### config.mk
export PLATFORM = sky130hd
export DESIGN_NAME = grid_rect_first_fit_allocator_core
export DESIGN_NICKNAME = d
export VERILOG_FILES = /design/src/rtl/core/gfa_pkg.sv /design/src/rtl/core/gfa_fit_unit.sv /design/src/rtl/core/gfa_grid.sv /design/src/rtl/core/grid_rect_first_fit_allocator_core.sv
export SDC_FILE = /design/constraint.sdc
export NUM_CORES = 1
export LEC_CHECK = 0
export ABC_AREA = 1
export BUFFER_PORTS_ARGS = -buffer_cell sky130_fd_sc_hd__buf_2
export CAP_MARGIN = 10
export CORE_MARGIN = 1.5
export CORE_UTILIZATION = 50
export CTS_CLUSTER_SIZE = 10
export DETAILED_ROUTE_END_ITERATION = 8
export HOLD_SLACK_MARGIN = 0.15
export PLACE_DENSITY = 0.74
export SLEW_MARGIN = 20
export SYNTH_ARGS = -nofsm -noshare
export SYNTH_HDL_FRONTEND = slang
export SYNTH_HIERARCHICAL = 1
export SYNTH_SLANG_ARGS = --single-unit
### constraint.sdc
create_clock -name clk -period 4.7 [get_ports clk]
set_input_delay 0.235 -clock clk [delete_from_list [all_inputs] [get_ports clk]]
set_output_delay 0.235 -clock clk [all_outputs]
set_load 0.03 [all_outputs]
### src/rtl/core/gfa_pkg.sv
// Shared types and constants for the grid rectangle first-fit allocator.
`default_nettype none

package gfa_pkg;

	// Default grid size
	localparam int unsigned GRID_COLS_DEF = 8;
	localparam int unsigned GRID_ROWS_DEF = 15;

	// Width of a grid coordinate, a rectangle size and the words' fields
	localparam int unsigned DIM_W       = 4;
	localparam int unsigned SLOT_W      = 7;
	localparam int unsigned COUNT_W     = 7;
	localparam int unsigned SLOT_FULL_W = 16;

	localparam logic [COUNT_W-1:0] COUNT_MAX = 7'h7F;

	localparam logic MODE_PLACE = 1'b0;
	localparam logic MODE_CLEAR = 1'b1;

	typedef enum logic [1:0] {
		ST_PLACED  = 2'd0,
		ST_NOFIT   = 2'd1,
		ST_CLEARED = 2'd2
	} gfa_status_t;

	typedef struct packed {
		logic             mode;
		logic [DIM_W-1:0] rect_width;
		logic [DIM_W-1:0] rect_height;
	} gfa_req_t;

	typedef struct packed {
		gfa_status_t        status;
		logic [SLOT_W-1:0]  slot_index;
		logic [COUNT_W-1:0] placed_count;
	} gfa_rsp_t;

	// Rectangle to be marked occupied in the grid
	typedef struct packed {
		logic             en;
		logic [DIM_W-1:0] row;
		logic [DIM_W-1:0] col;
		logic [DIM_W-1:0] w;
		logic [DIM_W-1:0] h;
	} gfa_mark_t;

endpackage

`default_nettype wire

### src/rtl/core/gfa_fit_unit.sv
// Column-parallel fit check for one grid row, shared across the row scan.
`default_nettype none

module gfa_fit_unit #(
	parameter int unsigned GRID_COLS = gfa_pkg::GRID_COLS_DEF,
	parameter int unsigned GRID_ROWS = gfa_pkg::GRID_ROWS_DEF,
	localparam int unsigned COL_W = (GRID_COLS > 1) ? $clog2(GRID_COLS) : 1,
	localparam int unsigned RUN_W = $clog2(GRID_ROWS + 1)
) (
	input  logic [GRID_COLS-1:0]            row_bits,
	input  logic [GRID_COLS-1:0][RUN_W-1:0] run_in,
	input  logic [gfa_pkg::DIM_W-1:0]       w,
	input  logic [gfa_pkg::DIM_W-1:0]       h,
	output logic [GRID_COLS-1:0][RUN_W-1:0] run_out,
	output logic                            fit,
	output logic [COL_W-1:0]                fit_col
);
	import gfa_pkg::*;

	localparam int unsigned CW    = DIM_W + 2;
	localparam int unsigned CMP_W = (RUN_W > DIM_W) ? RUN_W : DIM_W;

	logic [GRID_COLS-1:0] ok;
	logic [GRID_COLS-1:0] fit_v;

	// Free-run length downward from this row, per column
	always_comb begin
		for (int j = 0; j < GRID_COLS; j++) begin
			run_out[j] = row_bits[j] ? '0 : run_in[j] + 1'b1;
			ok[j]      = CMP_W'(run_out[j]) >= CMP_W'(h);
		end
	end

	// An origin fits when every column of its window has enough free rows
	always_comb begin
		for (int c = 0; c < GRID_COLS; c++) begin
			fit_v[c] = (CW'(c) + CW'(w)) <= CW'(GRID_COLS);
			for (int j = 0; j < GRID_COLS; j++) begin
				if ((j >= c) && (CW'(j) < CW'(c) + CW'(w)) && !ok[j]) begin
					fit_v[c] = 1'b0;
				end
			end
		end
	end

	// Lowest fitting column wins
	always_comb begin
		fit_col = '0;
		for (int c = GRID_COLS - 1; c >= 0; c--) begin
			if (fit_v[c]) begin
				fit_col = COL_W'(c);
			end
		end
		fit = |fit_v;
	end

endmodule

`default_nettype wire

### src/rtl/core/gfa_grid.sv
// Occupancy grid: one flop row per grid row, row read, rectangle mark and clear.
`default_nettype none

module gfa_grid #(
	parameter int unsigned GRID_COLS = gfa_pkg::GRID_COLS_DEF,
	parameter int unsigned GRID_ROWS = gfa_pkg::GRID_ROWS_DEF,
	localparam int unsigned ROW_W = (GRID_ROWS > 1) ? $clog2(GRID_ROWS) : 1
) (
	input  logic                 clk,
	input  logic                 arst_n,
	input  logic                 clr,
	input  gfa_pkg::gfa_mark_t   mark,
	input  logic [ROW_W-1:0]     rd_row,
	output logic [GRID_COLS-1:0] rd_bits
);
	import gfa_pkg::*;

	localparam int unsigned CW = DIM_W + 2;

	logic [GRID_COLS-1:0] rows_q [GRID_ROWS];
	logic [GRID_COLS-1:0] col_mask;

	assign rd_bits = rows_q[rd_row];

	always_comb begin
		for (int c = 0; c < GRID_COLS; c++) begin
			col_mask[c] = (CW'(c) >= CW'(mark.col)) && (CW'(c) < CW'(mark.col) + CW'(mark.w));
		end
	end

	always_ff @(posedge clk or negedge arst_n) begin
		if (!arst_n) begin
			for (int r = 0; r < GRID_ROWS; r++) begin
				rows_q[r] <= '0;
			end
		end else if (clr) begin
			for (int r = 0; r < GRID_ROWS; r++) begin
				rows_q[r] <= '0;
			end
		end else if (mark.en) begin
			for (int r = 0; r < GRID_ROWS; r++) begin
				if ((CW'(r) >= CW'(mark.row)) && (CW'(r) < CW'(mark.row) + CW'(mark.h))) begin
					rows_q[r] <= rows_q[r] | col_mask;
				end
			end
		end
	end

endmodule

`default_nettype wire

### src/rtl/core/grid_rect_first_fit_allocator_core.sv
// Top level of the grid rectangle first-fit allocator: sequencer, count and response register.
//
// Channel  Dir  Handshake            Word
// req      in   req_valid/req_stall  gfa_req_t  {mode, rect_width, rect_height}
// rsp      out  rsp_valid/rsp_stall  gfa_rsp_t  {status, slot_index, placed_count}
//
// A place request goes from acceptance through S_START, a scan of every grid row through the
// shared fit unit and S_MARK to S_DONE, where the response word is loaded.
// A place request that finds no origin skips the S_MARK state.
// A clear request, or a place request with zero width or height, goes from S_START to S_DONE.
// One request is in work at a time; req_stall is high from acceptance until the response
// word is loaded into the output register. Reset frees the whole grid and zeroes the count.
// A stalled response holds in the output register; the block then takes the next request.
`default_nettype none

module grid_rect_first_fit_allocator_core #(
	parameter int unsigned GRID_COLS = gfa_pkg::GRID_COLS_DEF,
	parameter int unsigned GRID_ROWS = gfa_pkg::GRID_ROWS_DEF
) (
	input  logic              clk,
	input  logic              arst_n,
	input  logic              req_valid,
	output logic              req_stall,
	input  gfa_pkg::gfa_req_t req,
	output logic              rsp_valid,
	input  logic              rsp_stall,
	output gfa_pkg::gfa_rsp_t rsp
);
	import gfa_pkg::*;

	localparam int unsigned ROW_W = (GRID_ROWS > 1) ? $clog2(GRID_ROWS) : 1;
	localparam int unsigned COL_W = (GRID_COLS > 1) ? $clog2(GRID_COLS) : 1;
	localparam int unsigned RUN_W = $clog2(GRID_ROWS + 1);
	localparam logic [ROW_W-1:0] LAST_ROW = ROW_W'(GRID_ROWS - 1);
	localparam int unsigned CELLS = GRID_COLS * GRID_ROWS;

	typedef enum logic [2:0] {
		S_IDLE,
		S_START,
		S_SCAN,
		S_MARK,
		S_DONE
	} state_t;

	state_t                          state_q;
	gfa_req_t                        req_q;
	logic [ROW_W-1:0]                row_q;
	logic [GRID_COLS-1:0][RUN_W-1:0] run_q;
	logic                            found_q;
	logic [ROW_W-1:0]                found_row_q;
	logic [COL_W-1:0]                found_col_q;
	logic [COUNT_W-1:0]              count_q;
	gfa_rsp_t                        res_q;
	logic                            rsp_valid_q;
	gfa_rsp_t                        rsp_q;

	logic [GRID_COLS-1:0]            row_bits;
	logic [GRID_COLS-1:0][RUN_W-1:0] run_d;
	logic                            fit;
	logic [COL_W-1:0]                fit_col;
	logic                            grid_clr;
	gfa_mark_t                       mark;
	logic [SLOT_FULL_W-1:0]          slot_full;
	logic [COUNT_W-1:0]              count_next;
	logic                            size_zero;

	assign req_stall = (state_q != S_IDLE);
	assign rsp_valid = rsp_valid_q;
	assign rsp       = rsp_q;

	assign size_zero  = (req_q.rect_width == '0) || (req_q.rect_height == '0);
	assign count_next = (count_q == COUNT_MAX) ? count_q : count_q + 1'b1;
	assign slot_full  = SLOT_FULL_W'(found_row_q) * SLOT_FULL_W'(GRID_COLS)
		+ SLOT_FULL_W'(found_col_q);

	// Clear frees every cell of the grid; mark fills the whole chosen rectangle
	assign grid_clr  = (state_q == S_START) && (req_q.mode == MODE_CLEAR);
	assign mark.en   = (state_q == S_MARK);
	assign mark.row  = DIM_W'(found_row_q);
	assign mark.col  = DIM_W'(found_col_q);
	assign mark.w    = req_q.rect_width;
	assign mark.h    = req_q.rect_height;

	gfa_grid #(
		.GRID_COLS (GRID_COLS),
		.GRID_ROWS (GRID_ROWS)
	) u_grid (
		.clk     (clk),
		.arst_n  (arst_n),
		.clr     (grid_clr),
		.mark    (mark),
		.rd_row  (row_q),
		.rd_bits (row_bits)
	);

	// Shared fit unit: one grid row per cycle, bottom row first, carrying
	// per-column free-run lengths upward
	gfa_fit_unit #(
		.GRID_COLS (GRID_COLS),
		.GRID_ROWS (GRID_ROWS)
	) u_fit (
		.row_bits (row_bits),
		.run_in   (run_q),
		.w        (req_q.rect_width),
		.h        (req_q.rect_height),
		.run_out  (run_d),
		.fit      (fit),
		.fit_col  (fit_col)
	);

	always_ff @(posedge clk or negedge arst_n) begin
		if (!arst_n) begin
			state_q     <= S_IDLE;
			req_q       <= '0;
			row_q       <= '0;
			run_q       <= '0;
			found_q     <= 1'b0;
			found_row_q <= '0;
			found_col_q <= '0;
			count_q     <= '0;
			res_q       <= '0;
			rsp_valid_q <= 1'b0;
			rsp_q       <= '0;
		end else begin
			// Drop the response word once taken; S_DONE reloads it itself
			if (rsp_valid_q && !rsp_stall && (state_q != S_DONE)) begin
				rsp_valid_q <= 1'b0;
			end
			case (state_q)
				S_IDLE: begin
					if (req_valid) begin
						req_q   <= req;
						state_q <= S_START;
					end
				end
				S_START: begin
					if (req_q.mode == MODE_CLEAR) begin
						count_q <= '0;
						res_q   <= '{status: ST_CLEARED, slot_index: '0, placed_count: '0};
						state_q <= S_DONE;
					end else if (size_zero) begin
						res_q   <= '{status: ST_NOFIT, slot_index: '0, placed_count: count_q};
						state_q <= S_DONE;
					end else begin
						run_q   <= '0;
						row_q   <= LAST_ROW;
						found_q <= 1'b0;
						state_q <= S_SCAN;
					end
				end
				S_SCAN: begin
					run_q <= run_d;
					// Scanning upward, the last hit is the first-fit origin
					if (fit) begin
						found_q     <= 1'b1;
						found_row_q <= row_q;
						found_col_q <= fit_col;
					end
					if (row_q == '0) begin
						if (found_q || fit) begin
							state_q <= S_MARK;
						end else begin
							res_q   <= '{status: ST_NOFIT, slot_index: '0, placed_count: count_q};
							state_q <= S_DONE;
						end
					end else begin
						row_q <= row_q - 1'b1;
					end
				end
				S_MARK: begin
					count_q <= count_next;
					res_q   <= '{status: ST_PLACED, slot_index: slot_full[SLOT_W-1:0],
						placed_count: count_next};
					state_q <= S_DONE;
				end
				S_DONE: begin
					// Hold until the output register is free
					if (!rsp_valid_q || !rsp_stall) begin
						rsp_valid_q <= 1'b1;
						rsp_q       <= res_q;
						state_q     <= S_IDLE;
					end
				end
				default: begin
					state_q <= S_IDLE;
				end
			endcase
		end
	end

	// A placement never reports an origin outside the grid
	a_slot_in_grid: assert property (@(posedge clk) disable iff (!arst_n)
		(rsp_valid && rsp.status == ST_PLACED) |->
			(SLOT_FULL_W'(rsp.slot_index) < SLOT_FULL_W'(CELLS) || CELLS > 128))
		else $error("placed slot index outside the grid");

	// A clear response carries zero slot and zero count
	a_clear_zero: assert property (@(posedge clk) disable iff (!arst_n)
		(rsp_valid && rsp.status == ST_CLEARED) |->
			(rsp.slot_index == '0 && rsp.placed_count == '0))
		else $error("clear response with nonzero fields");

	// Marking happens only after the scan found an origin
	a_mark_found: assert property (@(posedge clk) disable iff (!arst_n)
		(state_q == S_MARK) |-> found_q)
		else $error("mark without a found origin");

	// The scan row stays inside the grid
	a_row_range: assert property (@(posedge clk) disable iff (!arst_n)
		(state_q == S_SCAN) |-> (row_q <= LAST_ROW))
		else $error("scan row outside the grid");

	// A clear zeroes the count on the next edge
	a_clear_count: assert property (@(posedge clk) disable iff (!arst_n)
		(state_q == S_START && req_q.mode == MODE_CLEAR) |=> (count_q == '0))
		else $error("count not zeroed by clear");

endmodule

`default_nettype wire
Word level (Yosys, flattened, before mapping). Cells that the tools add are included.

Bitwise logic cells: 16. Mux-type cells: 101. Magnitude comparators: 99. $add $sub $neg: 20. Equal/unequal tests: 16. Reductions and logical operators: 124.

Operators with widths (number): $mux 120 (2); $lt 3x6->1 const A (30); $mux 8 (17); $or 8x8->8 (15); $mux 16 (4); $mux 32 (2); $pmux 32 s2 (1); $logic_and 1x1->1 (62); $lt 2x6->1 const A (9); $pmux 16 s3 (1); $mux 4 (11); $le 6x4->1 const B (7); $lt 4x6->1 const A (7); $mux 1 (42); $mux 3 (14); $reduce_and 2->1 (19); $reduce_bool 2->1 (18); $add 4x1->4 const B (8); $bmux 8 s4 (1); $ge 4x4->1 (8); $lt 1x6->1 const A (5); $ge 4x4->1 const A (7); $add 3x4->5 const A (4); $ne 2x2->1 const B (9); other kinds (37) (73).

Bits of input ports: 13. Bits in registers: 216. Logic and storage cells: 415. Output and inout port bits: 18.

Longest topological paths before layout. Gate-level depths: netlist of run 1.

Depth after elaboration: 21. Gate-level depth with buffers: 32.

By module. Netlist of run 1, hierarchy kept.

By module, submodules not included: gfa_grid (instances 1, sequential area each 3002.9 um^2, cells each 842, area each 6418.7 um^2); grid_rect_first_fit_allocator_core (instances 1, sequential area each 2402.3 um^2, cells each 438, area each 4105.2 um^2); gfa_fit_unit (instances 1, sequential area each 0.0 um^2, cells each 355, area each 2148.3 um^2).

Worst setup path after synthesis of run 1. No wires, ideal clock.

Path kind: register to register. Start: register row_q[0]. End: register res_q[2] (netlist name). Setup slack: 1181 ps. Data required time: 4584 ps. Stages on the path, launching flop included: 29. Arrival: 3403 ps. Library setup time: 116 ps. Path through: dfrtp_1 -> buf_2 -> clkbuf_1 -> o21ai_0 -> o21ai_0 -> o21ai_0 -> o21ai_0 -> nor2_1 -> ha_1 -> inv_1 -> o21bai_1 -> nand2_1 -> nand3_1 -> nand2_1 -> inv_2 -> nand2_1 -> o21ai_1 -> nand2_1 -> nand2_2 -> inv_2 -> nand4_1 -> nor2_1 -> o21ai_0 -> nand3_2 -> nand2_4 -> inv_4 -> buf_8 -> nand2_1 -> nand2_1.

RTL lines: from (decl) (RTL line grid_rect_first_fit_allocator_core.sv:47) `logic [ROW_W-1:0] row_q;`; from (signal assigned) (RTL line grid_rect_first_fit_allocator_core.sv:167) `row_q <= row_q - 1'b1;`; to (signal assigned) (RTL line grid_rect_first_fit_allocator_core.sv:139) `res_q <= '{status: ST_CLEARED, slot_index: '0, placed_count: '0};`; to (signal assigned) (RTL line grid_rect_first_fit_allocator_core.sv:142) `res_q <= '{status: ST_NOFIT, slot_index: '0, placed_count: count_q};`; to (signal assigned) (RTL line grid_rect_first_fit_allocator_core.sv:163) `res_q <= '{status: ST_NOFIT, slot_index: '0, placed_count: count_q};`; to (decl) (RTL line grid_rect_first_fit_allocator_core.sv:53) `gfa_rsp_t res_q;`.

==> metrics.md, run 1 <==
| Metric | Value |
|---|---|
| Worst relative slew slack | `42.2%` |
| Pin slew with the least headroom to its limit | `866 ps` |
| Number of nets at the end of the flow | `1746` |
| Remaining design rule violation count | `0` |
| Result of the run | `completed` |
| Post-synth top cells | `nand2_1, dfrtp_1, inv_1` |
| Clk network pwr share | `18.3%` |
| Layout cell share with drive strength beyond 1 | `a little under an eighth` |
| CTS root buf | `clkbuf_16` |
| Cell types with the largest area share after synthesis | `dfrtp_1, nand2_1, a21oi_1` |
| Std cell rows | `58` |
| Largest net degree at the start of global routing | `135` |
| Endpoint class of the critical path | `flop` |
| Post-synthesis cell type count | `49` |
| FMAX | `~240 MHz` |
| Cell area after technology mapping | `0.0127 mm2` |
| DP Cell Count | `about 2000` |
| Overflow left after global routing | `0` |
| Post-detail-place hpwl | `22300 um` |
| Crit start category | `flop` |
| Via count of the first global-routing pass | `~11000` |
| Buffer levels on the longest clock path | `3` |
| Area growth syn-to-layout | `11.1%` |
| Length in cells of the worst reg-to-reg path | `25` |
| Fin crit share | `90.1%` |
| Clock buffer count from CTS | `27` |
| Leading cell type by number of instances after synthesis | `nand2_1` |
| Switching fraction of total power | `48.8%` |
| Remaining number of nets flagged by the antenna check after routing | `0` |
| CTS HTree Levels | `1` |
| Routed WL per cell | `approximately 16 um` |
| Arrival time worst endpoint | `4690 ps` |
| DR iter-0 viols | `974` |
| Sum of negative setup slack | `0 ps` |
| Worst clock skew | `16.8 ps` |
| Io pins | `31` |
| Antenna violations before repair | `0` |
| Power share of the combinational group | `54.3%` |
| Worst setup path category | `reg2reg` |
| Worst vdd rail ir drop | `441 uV` |
| Routed via count divided by cell count | `roughly 5.5` |
| Count of port buffers added during placement | `30` |
| CP Max Fanout | `50` |
| Area leader, netlist | `dfrtp_1` |
| Drt pass-1 iters | `7` |
| Area fraction of the dominant cell type after synthesis | `42.7%` |
| Number of synthesized flops with an enable pin | `0` |
| Core area | `roughly 0.025 mm2` |
| Ys async rst share | `100%` |
| Number of synthesized register bits | `between 200 and 250` |
| Power per standard cell area | `roughly 760 mW/mm2` |
| Final max-slew violation count | `0` |
| Horizontal die dimension | `~160 um` |
| Number of maximum-capacitance violations | `0` |
| Most frequently used flop master after synthesis | `dfrtp_1` |
| Clock sink count | `roughly 220` |
| Net switching component of the power | `roughly 0.0052 W` |
| Initial Util | `a little over 50%` |
| Routed wire length | `32600 um` |
| Critical Path RT | `5150 ps` |
| Cell internal power dissipation | `between 0.005 and 0.006 W` |
| Vias post-DR | `between 10000 and 15000` |
| Routability-driven placement congestion ratio | `0.928` |
| Diodes inserted | `0` |
| Syn Area/Cell | `7.75 um2` |
| Clock slew at reported path FFs | `50 ps` |
| Endpoints failing hold | `0` |
| Die Y | `162 um` |
| Total global-route track usage | `25.2%` |
| Number of standard cells after synthesis | `1635` |
| Hold Crit Class | `in2async` |
| Die area | `0.0263 mm2` |
| Period minus WS final | `4230 ps` |
| Fill cell count | `about 2300` |
| CTS tree | `built` |
| Worst skew pair latency | `540 ps` |
| Setup repair after global routing missed its margin | `false` |
| Total leakage power | `7.08 nW` |
| Global-route wire length before repair | `53500 um` |
| Seq/Total Area, Yosys | `between 40% and 50%` |
| Number of standard cells in the final layout excluding fillers | `roughly 2000` |
| Sequential Power Share | `a little over a quarter` |
| Endpoints failing setup | `0` |
| Synthesis warning total | `6` |
==> final cells by class <==
cell class	instances	area, um2	share of cell area, %
clock buffer	35	726	5.15
timing repair buffer	59	443	3.15
tap	330	413	2.93
clock inverter	4	88.8	0.631
inverter	214	810	5.75
sequential	216	5410	38.4
multi-input combinational	1150	6190	44.0
==> timing repair <==
| item | in CTS | in global routing |
|---|---|---|
| hold buffers | 13 | 0 |
| hold endpoints to repair | 144 | 0 |
| gates resized for setup | 0 | 0 |
| buffers inserted | 0 | 0 |
==> power by group through the flow <==
stage | registers, W | clock network [W] | logic (W)
final | 0.00291 | 0.00194 | 0.00578
after global placement | 0.00291 | 0 | 0.00555
after detailed placement | 0.00293 | 0 | 0.00567
after global routing | 0.00299 | 0.00206 | 0.00649
after CTS | 0.00291 | 0.00198 | 0.00572
after floorplan | 0.00286 | 0 | 0.00426
==> worst paths after layout <==
check | from | end | slack (ps)
worst max register to register | row_q[0]$_DFFE_PN0P_ | res_q[10]$_DFFE_PN0P_ | 470
worst max-delay path | row_q[0]$_DFFE_PN0P_ | res_q[10]$_DFFE_PN0P_ | 470
worst min register to register | res_q[2]$_DFFE_PN0P_ | res_q[2]$_DFFE_PN0P_ | 480
min in group clk | res_q[2]$_DFFE_PN0P_ | res_q[2]$_DFFE_PN0P_ | 480
max in group asynchronous | arst_n | run_q[0]$_DFFE_PN0P_ | 3160
worst min-delay path | arst_n | u_grid/rows_q[24]$_DFFE_PN0P_ | 200
==> through the flow <==
stage / util (%) / worst slack, ps / hold WS (ps) / area, um2 / power, W
detailed placement: 52.3 / 573 / 438 / 13100 / 0.00860
global route: 56.2 / 58.8 / 252 / 14100 / 0.0115
finish: 56.2 / 466 / 197 / 14100 / 0.0106
global placement: 52.3 / 673 / 439 / 13100 / 0.00847
floorplan: - / 1180 / -60.6 / 12700 / 0.00712
CTS: 56.1 / 552 / 454 / 14000 / 0.0106
==> flip-flops by register name, summed over array words and instances, names as in the netlist <==
signal	flops
u_grid/rows_q	120
row_q	4
req_q	1
state_q	3
found_row_q	4
res_q	16
found_col_q	3
rsp_valid	1
rsp	16
count_q	7
found_q	1
run_q	32
mark	8
==> cells by family after synthesis <==
kind of cell,Yosys count,share of synthesized area [%]
AND/OR/NAND/NOR,723,25.7
AO/OA/AOI/OAI,316,13.2
buffers and inverters,274,8.69
flip-flops,216,42.7
adder cells (fa/ha/maj),65,6.54
XOR/XNOR,21,1.45
multiplexers,19,1.69
other,1,0.0296
==> cells in the final DEF, fill, tap and decap left out, types with 27 or more instances in the layout <==
master and instances:
a21oi_1 180, buf_2 29, clkbuf_16 27, dfrtp_1 216, ha_1 63, inv_1 185
nand2_1 357, nand3_1 140, nor2_1 144, o21ai_0 96
==> per-layer routing <==
metal	vias up	share of wire (%)	track usage (%)	routed length [um]
met4	0	2.7	7.71	892
li1	5359	-	-	-
met1	5250	44	34.1	14300
met3	66	6.0	4.21	1970
met5	-	0	0	0
met2	340	47	41.6	15500
==> worst max-delay path: stages (launching register included) <==
cell      delay [ps]
dfrtp_1          340
buf_4            410
o21ai_0          150
o21ai_0          220
o21ai_0          100
o21ai_0          460
nor2_1           160
ha_1             300
nand2_1           50
clkinv_1          50
nand3_1          140
nand3_1          120
nand2_1           60
inv_2             80
nand2_1           50
o21ai_1          150
nand2_1          120
nand2_2          100
inv_2             40
nand4_1          130
nor2_1            80
o21ai_0          220
nand3_2          140
nand2_4          180
inv_4            100
o21ai_0          160
No activity file was read; power rests on OpenSTA's default activity.
==> inputs of run 2 (changes only) <==
CORE_UTILIZATION = 60   (was 50)
PLACE_DENSITY = 0.85   (was 0.74)
==> run 2 against run 1 <==
Effect of this change:
- worst setup slack worse by 47 ps
- critical path depth unchanged
- total power down 0.78%
- critical endpoint is now res_q[2]$_DFFE_PN0P_
- largest cell class unchanged
==> metrics.md, run 2 (synthesis gave the netlist of run 1 again) <==
| Metric | Value |
|---|---|
| Fill cell count | `1620 (was 2321)` |
| Endpoints failing setup | `0 (unchanged)` |
| Sequential Power Share | `27.9% (was 27.4%)` |
| Worst skew pair latency | `530 ps (was 540 ps)` |
| Fin crit share | `91.1% (was 90.1%)` |
| Number of nets at the end of the flow | `1743 (was 1746)` |
| Horizontal die dimension | `148 um (was 162 um)` |
| Final max-slew violation count | `0 (unchanged)` |
| Routability-driven placement congestion ratio | `0.952 (was 0.928)` |
| Overflow left after global routing | `0 (unchanged)` |
| Most frequent cells in the layout | `nand2_1, dfrtp_1, inv_1, a21oi_1, nor2_1 (unchanged)` |
| Worst setup path category | `reg2reg (unchanged)` |
| DR iter-0 viols | `1419 (was 974)` |
| Hold Buf Count CTS | `13 (unchanged)` |
| Critical Path RT | `5120 ps (was 5150 ps)` |
| Uppermost layer routed | `met4 (unchanged)` |
| Wl on met1 | `13300 um (was 14300 um)` |
| Antenna violations before repair | `0 (unchanged)` |
| Setup repair after global routing missed its margin | `false (unchanged)` |
| Result of the run | `completed (unchanged)` |
| Routed wire length | `32700 um (was 32600 um)` |
| Std cell rows | `52 (was 58)` |
| Worst relative slew slack | `29.8% (was 42.2%)` |
| CTS tree | `built (unchanged)` |
| Drt pass-1 iters | `6 (was 7)` |
| Cell internal power dissipation | `0.00537 W (was 0.00545 W)` |
| Clock sink count | `216 (unchanged)` |
| Largest net degree at the start of global routing | `128 (was 135)` |
| Largest registers | `u_grid/rows_q (120), run_q (32) (unchanged)` |
| Register name with the most flops | `u_grid/rows_q (unchanged)` |
| Power per standard cell area | `759 mW/mm2 (was 755 mW/mm2)` |
| Die Y | `148 um (was 162 um)` |
| Crit start category | `flop (unchanged)` |
| Flip-flop count of the largest register, all copies and words added | `120 (unchanged)` |
| CP Max Fanout | `15 (was 50)` |
| Clock buffer count from CTS | `26 (was 27)` |
| Met3 wire len | `2820 um (was 1970 um)` |
| Endpoints failing hold | `0 (unchanged)` |
| Power share of the combinational group | `54.6% (was 54.3%)` |
| Core area | `0.0205 mm2 (was 0.0250 mm2)` |
| Pin slew with the least headroom to its limit | `1050 ps (was 866 ps)` |
| Number of maximum-capacitance violations | `0 (unchanged)` |
| R2R setup slack | `420 ps (was 470 ps)` |
| Clk network pwr share | `17.5% (was 18.3%)` |
| Hold Crit Class | `in2async (unchanged)` |
| Switching fraction of total power | `49.1% (was 48.8%)` |
| Net switching component of the power | `0.00518 W (was 0.00519 W)` |
| Clock slew at reported path FFs | `60 ps (was 50 ps)` |
| Setup bufs post-CTS | `0 (unchanged)` |
| Global-route wire length before repair | `53800 um (was 53500 um)` |
| Die area | `0.0220 mm2 (was 0.0263 mm2)` |
| CTS root buf | `clkbuf_16 (unchanged)` |
| CTS HTree Levels | `1 (unchanged)` |
| Critical Path Most Common Cell | `nand2_1 (was o21ai_0)` |
| Endpoint class of the critical path | `flop (unchanged)` |
| Total leakage power | `7.04 nW (was 7.08 nW)` |
| Worst path slowest cell | `o21ai_0 (unchanged)` |
| Io pins | `31 (unchanged)` |
| Worst clock skew | `17.1 ps (was 16.8 ps)` |
| Buffer levels on the longest clock path | `3 (unchanged)` |
| Remaining design rule violation count | `0 (unchanged)` |
| Period minus WS final | `4280 ps (was 4230 ps)` |
| Routed via count divided by cell count | `5.85 (was 5.49)` |
| Initial Util | `61.8% (was 50.6%)` |
| Worst vdd rail ir drop | `381 uV (was 441 uV)` |
| Routed WL per cell | `16.9 um (was 16.2 um)` |
| Diodes inserted | `0 (unchanged)` |
| Via count of the first global-routing pass | `10889 (was 10544)` |
| Amount of wire on met2 after detailed routing | `15600 um (was 15500 um)` |
| Vias post-DR | `11342 (was 11015)` |
| FMAX | `234 MHz (was 236 MHz)` |
| Largest stage delay on the critical path | `500 ps (was 460 ps)` |
| Arrival time worst endpoint | `4700 ps (was 4690 ps)` |
| Layout cell share with drive strength beyond 1 | `11.1% (was 11.3%)` |
| Worst path bufs/invs | `5 (unchanged)` |
| Post-detail-place hpwl | `22000 um (was 22300 um)` |
| Cell family with the largest share of critical-path delay | `simple AND/OR/NAND/NOR gates (was compound AO/OA/AOI/OAI gates)` |
| Most common cell after layout, fill and taps aside | `nand2_1 (unchanged)` |
| Total global-route track usage | `30.4% (was 25.2%)` |
| Sum of negative setup slack | `0 ps (unchanged)` |
| Post-CTS resize count | `0 (unchanged)` |
| Remaining number of nets flagged by the antenna check after routing | `0 (unchanged)` |
| Count of port buffers added during placement | `30 (unchanged)` |
| Area growth syn-to-layout | `9.65% (was 11.1%)` |
| Worst hold slack | `332 ps (was 197 ps)` |
[run 2: worst reg2reg max path, cell delays in order, from the launching register on]
cell and delay, ps:
dfrtp_1 390, buf_4 190, nor2_1 440, a211oi_1 160, o21ai_0 500, nor2_1 150
ha_1 320, inv_1 50, o21bai_1 120, nand2_1 120, nand3_1 120, nand2_1 70
inv_2 70, nand2_1 60, o21ai_1 120, nand2_1 140, nand2_2 110, inv_2 40
nand4_1 130, nor2_1 90, o21ai_0 250, nand3_2 160, nand2_4 180, inv_4 100
nand2_1 80, nand2_1 50
[run 2: metrics by stage]
stage	area [um2]	total power (W)	cells	utilization, %	setup slack [ps]
after CTS	13900	0.0104	1940	67.8	462
after global routing	13900	0.0114	1940	67.8	29.3
after floorplan	12700	0.00712	1640	-	1180
final	13900	0.0106	1940	67.8	419
after global placement	13000	0.00835	1894	63.4	649
after detailed placement	13000	0.00855	1894	63.4	458
[run 2: layout make-up]
type	instances	area (um2)	share of cell area, %
multi-input combinational	1150	6180	44.5
sequential	216	5410	38.9
inverter	214	810	5.83
clock buffer	30	686	4.93
timing repair buffer	57	395	2.85
tap	270	338	2.43
clock inverter	3	76.3	0.549
[run 2: power groups by stage]
stage               Clock, W  Combinational, W  Sequential, W
CTS                  0.00187           0.00565        0.00292
finish               0.00185           0.00576        0.00294
floorplan                  0           0.00426        0.00286
detailed placement         0           0.00560        0.00295
global route         0.00193           0.00643        0.00300
global placement           0           0.00543        0.00292
[run 2: path summary, 6_finish.rpt]
kind	startpoint	endpoint	cells past startpoint
worst max register to register	row_q[0]$_DFFE_PN0P_	res_q[2]$_DFFE_PN0P_	25
worst min-delay path	arst_n	run_q[26]$_DFFE_PN0P_	2
worst min register to register	rsp[12]$_DFFE_PN0P_	rsp[12]$_DFFE_PN0P_	2
min in group clk	rsp[12]$_DFFE_PN0P_	rsp[12]$_DFFE_PN0P_	2
worst max-delay path	row_q[0]$_DFFE_PN0P_	res_q[2]$_DFFE_PN0P_	25
max in group asynchronous	arst_n	res_q[5]$_DFFE_PN0P_	3
[run 2: metal layers]
metal | vias up | track usage [%]
li1 | 5348 | -
met1 | 5403 | 39.7
met2 | 507 | 50.2
met3 | 84 | 6.04
met4 | 0 | 11.8
met5 | - | 0
